$ cat src/hw/rtl/ntft_pkg.sv
// shared types and constants for the nearest timestamp frame table
// no dependencies; imported by ntft_ctrl, ntft_dp and the top level
package ntft_pkg;

	localparam int STAMP_W  = 63;
	localparam int HANDLE_W = 48;
	localparam int KEEP_W   = 8;
	localparam int ENTRY_W  = STAMP_W + HANDLE_W;

	// keep count after reset
	localparam logic [KEEP_W-1:0] KEEP_RESET = 8'd100;

	// operation codes
	localparam logic OP_INSERT = 1'b0;
	localparam logic OP_QUERY  = 1'b1;

	typedef enum logic [1:0] {
		ST_IDLE,
		ST_SCAN,
		ST_DRAIN,
		ST_REPLY
	} ntft_state_t;

	// controller to datapath
	typedef struct packed {
		logic insert;      // append frame from input beat
		logic load_query;  // latch query stamp, rewind scan pointer
		logic issue;       // read one slot and advance scan pointer
		logic reply;       // capture result and raise done
	} ntft_cmd_t;

	// datapath to controller
	typedef struct packed {
		logic empty;       // no frames held
		logic last_issue;  // current issue reads the newest frame
		logic pipe_busy;   // compare pipeline still holds entries
	} ntft_status_t;

endpackage

$ cat src/hw/rtl/ntft_ctrl.sv
// controller state machine of the nearest timestamp frame table
// depends on ntft_pkg
module ntft_ctrl (
	input  logic                  clk,
	input  logic                  arst_n,
	input  logic                  start,
	input  logic                  operation,
	input  ntft_pkg::ntft_status_t status,
	output ntft_pkg::ntft_cmd_t    cmd,
	output logic                  busy
);

	import ntft_pkg::*;

	ntft_state_t state_q;
	ntft_state_t state_nxt;

	always_ff @(posedge clk or negedge arst_n) begin
		if (!arst_n) begin
			state_q <= ST_IDLE;
		end else begin
			state_q <= state_nxt;
		end
	end

	always_comb begin
		state_nxt = state_q;
		unique case (state_q)
			ST_IDLE: begin
				if (start && operation == OP_QUERY) begin
					state_nxt = status.empty ? ST_REPLY : ST_SCAN;
				end
			end
			ST_SCAN: begin
				if (status.last_issue) begin
					state_nxt = ST_DRAIN;
				end
			end
			ST_DRAIN: begin
				if (!status.pipe_busy) begin
					state_nxt = ST_REPLY;
				end
			end
			ST_REPLY: begin
				state_nxt = ST_IDLE;
			end
			default: begin
				state_nxt = ST_IDLE;
			end
		endcase
	end

	always_comb begin
		cmd  = '0;
		busy = 1'b1;
		unique case (state_q)
			ST_IDLE: begin
				busy           = 1'b0;
				cmd.insert     = start && operation == OP_INSERT;
				cmd.load_query = start && operation == OP_QUERY;
			end
			ST_SCAN: begin
				cmd.issue = 1'b1;
			end
			ST_DRAIN: begin
			end
			ST_REPLY: begin
				cmd.reply = 1'b1;
			end
			default: begin
			end
		endcase
	end

endmodule

$ cat config.mk
export PLATFORM = sky130hd
export DESIGN_NAME = ntft_ctrl
export DESIGN_NICKNAME = d
export VERILOG_FILES = /design/src/hw/rtl/ntft_pkg.sv /design/src/hw/rtl/ntft_ctrl.sv
export SDC_FILE = /design/constraint.sdc
export NUM_CORES = 1
export LEC_CHECK = 0
export ABC_AREA = 0
export BUFFER_PORTS_ARGS = -buffer_cell sky130_fd_sc_hd__clkbuf_2
export CAP_MARGIN = 20
export CELL_PAD_IN_SITES_DETAIL_PLACEMENT = 1
export CELL_PAD_IN_SITES_GLOBAL_PLACEMENT = 2
export CORE_AREA = 2 2 39 41
export CTS_CLUSTER_DIAMETER = 100
export CTS_CLUSTER_SIZE = 25
export DETAILED_ROUTE_END_ITERATION = 12
export DIE_AREA = 0 0 41 43
export PLACE_DENSITY = 0.64
export SLEW_MARGIN = 20
export SYNTH_ARGS = -nofsm -noshare
export SYNTH_HDL_FRONTEND = slang
export SYNTH_SLANG_ARGS = --single-unit
$ cat constraint.sdc
create_clock -name clk -period 2.4 [get_ports clk]
set_input_delay 0.36 -clock clk [delete_from_list [all_inputs] [get_ports clk]]
set_output_delay 0.36 -clock clk [all_outputs]
set_load 0.01 [all_outputs]
Word level (Yosys, flattened, before mapping)

Index checks and enable logic that the tools add are counted.
Widths: inputs -> output; s select.

Muxes and demuxes: 9
Bitwise operators: 1
Equality and inequality tests: 6
Reductions and logical operators: 4

Operators with widths:

| cell               | count |
|---|---|
| $mux 2             | 5 |
| $pmux 2 s4         | 1 |
| $ne 2x2->1 const B | 3 |
| $eq 2x2->1 const B | 2 |
| $mux 1             | 3 |
| $reduce_and 3->1   | 1 |
| $eq 2x1->1 const B | 1 |
| $logic_and 1x1->1  | 2 |
| $logic_not 2->1    | 1 |
| $not 1->1          | 1 |

Output and inout bits: 5
Word-level logic and storage cells: 21
Bits in registers: 2
Bits of input ports: 7

Logic depth before layout (Yosys ltp)

Gate-level depths: netlist of run 1.

Depth after elaboration: 3
Mapped depth: 5
Mapped depth without buffers: 5

Worst setup path before layout of run 1

Ideal clock, no wire load.

Path kind: register to register
Start: register state_q[1]
End: register state_q[0]
Clock period less this slack: 1.315 ns
Arrival time: 1.190 ns
Library setup time: 0.126 ns
Slack: 1.085 ns
Cell stages (with the launch flop): 6
Required time: 2.274 ns
Path buffers: 0
Cell sequence: dfrtp_1 inv_1 ha_1 nor2b_1 a221o_1 mux2i_1

Word-level cells in the longest chain between the ends: 3
Elaborated cells between the ends (all ways): 9
Classes of those cells: eq/ne (6); mux (1); reduce/logical (2)

RTL lines:

| element                            | line            | RTL |
|---|---|---|
| start: declaration                 | ntft_ctrl.sv:15 | `ntft_state_t state_q;` |
| start signal: assignment           | ntft_ctrl.sv:22 | `state_q <= state_nxt;` |
| $eq 2x1->1 (tied with other cells) | ntft_ctrl.sv:28 | `unique case (state_q)` |
| $ne 2x2->1 (no line)               | -               |  |
| $reduce_and 3->1 (no line)         | -               |  |

Parallel ways exist; a longest one is shown, timed or not.
A chain may end at the register's enable or synchronous reset.

==> results of run 1 <==
[cells in the final DEF, fill, tap and decap left out, drive strengths merged]
cell type	instances
nor2	2
ha	5
dfrtp	2
clkbuf	14
nand2	2
a221o	1
mux2i	3
inv	3
and3	1
dlygate4sd3	1
nor2b	1
[what timing repair did]
item / CTS / global route
hold buffers: 1 / 0
endpoints found under the hold margin: 2 / 0
setup buffers: 0 / 0
[cell type report]
class / count / share of cell area [%]
multi-input combinational: 15 / 43.5
timing repair buffer: 12 / 21.8
sequential: 2 / 16.7
clock buffer: 3 / 7.53
tap: 16 / 6.69
inverter: 3 / 3.77
[metal layers]
layer  vias up  wire, um
met5         -         0
met2        12       234
met1        89       199
met3         2        50
met4         0        11
li1         95         -
[metrics by stage]
step	utilization [%]	instance area [um2]	instances
2_1_floorplan	-	191	20
3_3_place_gp	19.3	267	47
3_5_place_dp	19.3	267	47
4_1_cts	21.6	299	51
5_1_grt	21.6	299	51
6_report	21.6	299	51
[power by group through the flow]
stage          Combinational, uW  Sequential [uW]  Clock [uW]
5_1_grt                      248             70.6        85.7
6_report                     218             67.5        73.4
3_5_place_dp                 225             68.1           0
4_1_cts                      228             67.6        76.0
3_3_place_gp                 205             66.2           0
2_1_floorplan                156             65.3           0
[worst reg2reg max path, cell delays in order (launching register included)]
cell and delay (ns):
dfrtp_1 0.36, inv_1 0.09, ha_1 0.20, nor2b_1 0.13
a221o_1 0.31, mux2i_1 0.14
[cell families after synthesis]
family                     after synthesis  synth area share, %
buffers and inverters                    3                 5.88
muxes                                    3                 15.7
DFF                                      2                 26.1
AOI/OAI and AO/OA                        1                 5.23
adders and majority gates                5                 32.7
and+or+nand+nor                          6                 14.4
[final timing paths]
path	slack [ns]	depth (start not counted)	endpoint	start
max	0.76	5	cmd[3]	state_q[0]$_DFFE_PN0P_
min	0.46	2	state_q[0]$_DFFE_PN0P_	arst_n
max reg2reg	1.04	5	state_q[1]$_DFFE_PN0P_	state_q[1]$_DFFE_PN0P_
min reg2reg	0.65	2	state_q[1]$_DFFE_PN0P_	state_q[1]$_DFFE_PN0P_
max in group asynchronous	1.84	2	state_q[1]$_DFFE_PN0P_	arst_n
min in group clk	0.47	3	state_q[1]$_DFFE_PN0P_	status[2]
==> results.json, run 1 <==
{
  "ir_drop_v": 0.000318,
  "antenna_left": 0,
  "hold_viol": 0,
  "met2_usage_pct": 11.3,
  "drt_iter0_drc": 0,
  "cts_sinks": 2,
  "met3_usage_pct": 3.14,
  "diodes": 0,
  "slowest_delay_ns": 0.39,
  "clock_skew_ns": 0.00127,
  "routedWlPerCell_um": 9.71,
  "hold_ws_ns": 0.457,
  "setup_tns_ns": 0,
  "async_flop_share_pct": 100,
  "netlist_top_cells_count": "ha_1, inv_1, mux2i_1",
  "max_slew_margin_pct": 90.2,
  "synth_area_um2": 191,
  "yosys.area.top_type": "ha_1",
  "synth_top_area_share_pct": 32.7,
  "yosysMostFrequentCell": "ha_1",
  "clock_path_buffers": 2,
  "pwr_density_cell_nw_per_um2": 1200,
  "htreeDepth": 1,
  "seq_power_share_pct": 18.8,
  "insertion_delay_ns": 0.22,
  "io-pin-count": 12,
  "groute.layer.met1.usage_pct": 7.07,
  "register_area_um2": 50.0,
  "globalplace.congestion": 0.614,
  "cts_buffers": 3,
  "start_util_pct": 13.8,
  "critical_path_buf_inv_count": 2,
  "drc": 0,
  "clock-root-buffer": "clkbuf_4",
  "synth-seq-cells": 2,
  "drive_above_1_share_pct": 40.0,
  "hpwl_um": 432,
  "crit_type": "flip-flop to output port",
  "wl_um": 495,
  "largest_registers": "state_q: 2 flops",
  "synth_seq_area_share_pct": 26.1,
  "p_total_uw": 359,
  "io_buffers": 11,
  "setup_ws_ns": 0.759,
  "grt_use_total_pct": 7.93,
  "pre_cts_slack_ns": 0.977,
  "slew_viol_final": 0,
  "cts_tree": "built",
  "gr-total-overflow": 0,
  "grt_max_degree": 5,
  "core_area_um2": 1380,
  "worst_slew_pin_slew_ns": 0.142,
  "fin_crit_sh_pct": 68.4,
  "multi_input_area_um2": 130,
  "die_y_um": 43,
  "pwr-share-clk_pct": 20.4,
  "max_freq_ghz": 0.609,
  "first_pass_iters": 1,
  "crit_arrival_ns": 1.28,
  "die_width_um": 41,
  "synth-edff-count": 0,
  "cts.reportedPaths.clkPinSlew_ns": 0.03,
  "crit_family": "flip-flops",
  "vias_per_cell": 3.88,
  "top_usage_layer": "met2",
  "dr_total_vias": 198,
  "largest_register_ffs": 2,
  "finalNetCount": 49,
  "yosys_most_used_dff": "dfrtp_1",
  "end_kind": "output port",
  "sw_frac_of_total_pct": 41.8,
  "regMostFlops": "state_q",
  "status": "finished, final reports clean",
  "synth.area.top_cells": "ha_1, dfrtp_1, mux2i_1",
  "areaGrowthSynthToFinish_pct": 56.2,
  "crit_path_start_kind": "flip-flop",
  "dieArea_um2": 1760,
  "p_leak_uw": 0.000173,
  "critPathMaxFanout": 4,
  "cts.repair.resized": 0,
  "rsz0062_at_grt": "no",
  "cp_slowest_cell": "dfrtp_1",
  "grt_pass1_wl_um": 814,
  "cp.required_ns": 2.04,
  "fillerInstances": 169,
  "synthDistinctLibCells": 9,
  "grt_pass1_vias": 213,
  "synth_cells": 20,
  "p_int_uw": 209,
  "finalCriticalPeriod_ns": 1.64,
  "placement_rows": 14,
  "switchingPower_uw": 150,
  "finalSetupViolCount": 0,
  "power_frac_comb_pct": 60.8,
  "crit_chain": "inv_1 > ha_1 > nand2_1 > nor2_1 > clkbuf_2",
  "antenna_found_initial": 0,
  "syn_nets": 32,
  "avgSynthCellArea_um2": 9.57,
  "synth_warnings": 0,
  "worstHoldPathType": "primary input to async pin",
  "max-cap-violations": 0
}
Power figures use the tool's default switching activity.
==> run 2: changes to the inputs <==
- clock period: 2.4 -> 1.7 ns (I/O delays scaled with it)
==> run 2 against run 1 <==
Sequential share of layout area did not move. Largest cell class unchanged. Largest power group unchanged. Clock power rose by 40%. Highest routed layer is now met3. Global-route usage fell by 0.80 points. Setup slack got worse by 0.59 ns. Clock skew fell by 0.0012 ns. Final cell count did not move. Die area did not move. Critical path depth fell by 1.
==> results.json, run 2 (synthesis gave the netlist of run 1 again) <==
{
  "status": "finished, final reports clean",
  "crit_family": "flip-flops",
  "max_freq_ghz": 0.653,
  "pwr_density_cell_nw_per_um2": 1680,
  "grt_max_degree": 5,
  "clock_path_buffers": 2,
  "finalNetCount": 49,
  "areaGrowthSynthToFinish_pct": 56.2,
  "core_area_um2": 1380,
  "cts_sinks": 2,
  "io_buffers": 11,
  "die_y_um": 43,
  "grt_pass1_wl_um": 772,
  "cts_buffers": 3,
  "finalSetupViolCount": 0,
  "regMostFlops": "state_q",
  "antenna_left": 0,
  "final_cell_mix": "clkbuf_2, ha_1, inv_1, mux2i_1, clkbuf_4",
  "path_depth": 4,
  "globalplace.congestion": 0.670,
  "rsz0062_at_grt": "no",
  "die_width_um": 41,
  "end_kind": "output port",
  "grt_pass1_vias": 211,
  "crit_path_start_kind": "flip-flop",
  "drt_iter0_drc": 1,
  "dr_total_vias": 194,
  "fin_crit_sh_pct": 90.1,
  "gr-total-overflow": 0,
  "placement_rows": 14,
  "largest_registers": "state_q: 2 flops",
  "first_pass_iters": 2,
  "antenna_found_initial": 0,
  "setup_tns_ns": 0,
  "final_common_cell": "clkbuf_2",
  "largest_register_ffs": 2,
  "hpwl_um": 403,
  "cts.repair.resized": 0,
  "worstHoldPathType": "primary input to async pin",
  "crit_arrival_ns": 1.28,
  "hold_ws_ns": 0.346,
  "io-pin-count": 12,
  "p_leak_uw": 0.000173,
  "drc": 0,
  "reg2reg_depth": 5,
  "ctsHoldBuffers": 1,
  "max_slew_margin_pct": 90.4,
  "cts_tree": "built",
  "slowest_delay_ns": 0.39,
  "critPathMaxFanout": 4,
  "wl_um": 457,
  "worst_slew_pin_slew_ns": 0.139,
  "grt_use_total_pct": 7.13,
  "fillerInstances": 167,
  "cp_slowest_cell": "dfrtp_1",
  "cts.reportedPaths.clkPinSlew_ns": 0.03,
  "max-cap-violations": 0,
  "critical_path_buf_inv_count": 2,
  "hold_viol": 0,
  "start_util_pct": 13.8,
  "crit_type": "flip-flop to output port",
  "drive_above_1_share_pct": 40.0,
  "cp.required_ns": 1.44,
  "htreeDepth": 1,
  "vias_per_cell": 3.80,
  "dieArea_um2": 1760,
  "insertion_delay_ns": 0.22,
  "ir_drop_v": 0.000410,
  "clock-root-buffer": "clkbuf_4",
  "post-cts-setup-buffers": 0,
  "finalCriticalPeriod_ns": 1.53,
  "slew_viol_final": 0,
  "crit_chain": "inv_1 > ha_1 > and3_1 > clkbuf_2",
  "diodes": 0,
  "routedWlPerCell_um": 8.96,
  "clock_skew_ns": 0.000112
}
run 2: power breakdown:
part           switching [uW]  internal (uW)
Clock                    25.5           77.7
Sequential               20.7           75.8
Combinational             161            141
Total                     208            294
run 2: worst register-to-register path, cell delays in order (launching register included):
cell and delay (ns):
dfrtp_1 0.36, inv_1 0.09, ha_1 0.20, nor2b_1 0.13
a221o_1 0.30, mux2i_1 0.14
run 2: metal layers:
metal | track usage (%) | wire length (um) | vias up
met1 | 7.07 | 190 | 86
met5 | 0 | 0 | -
met3 | 3.14 | 58 | 0
li1 | - | - | 96
met2 | 9.69 | 208 | 12
met4 | 8.00 | 0 | 0
run 2: per-stage QoR:
step	area, um2	utilization (%)	setup slack (ns)	total power [uW]	cells
finish	299	21.6	0.168	502	51
global route	299	21.6	0.0529	569	51
CTS	299	21.6	0.132	523	51
detailed placement	267	19.3	0.333	408	47
global placement	267	19.3	0.358	393	47
floorplan	191	-	0.385	312	20
run 2: path summary, 6_finish.rpt:
check	startpoint	endpoint	slack, ns
max reg2reg	state_q[1]$_DFFE_PN0P_	state_q[0]$_DFFE_PN0P_	0.34
min reg2reg	state_q[1]$_DFFE_PN0P_	state_q[1]$_DFFE_PN0P_	0.65
max	state_q[0]$_DFFE_PN0P_	cmd[2]	0.17
min	arst_n	state_q[0]$_DFFE_PN0P_	0.35
min in group clk	status[2]	state_q[1]$_DFFE_PN0P_	0.36
max in group asynchronous	arst_n	state_q[1]$_DFFE_PN0P_	1.26
run 2: final cells by class:
cell class                 instances  area [um2]  area share, %
multi-input combinational         15         130           43.5
clock buffer                       3        22.5           7.53
inverter                           3        11.3           3.77
timing repair buffer              12        65.1           21.8
tap                               16        20.0           6.69
sequential                         2        50.0           16.7
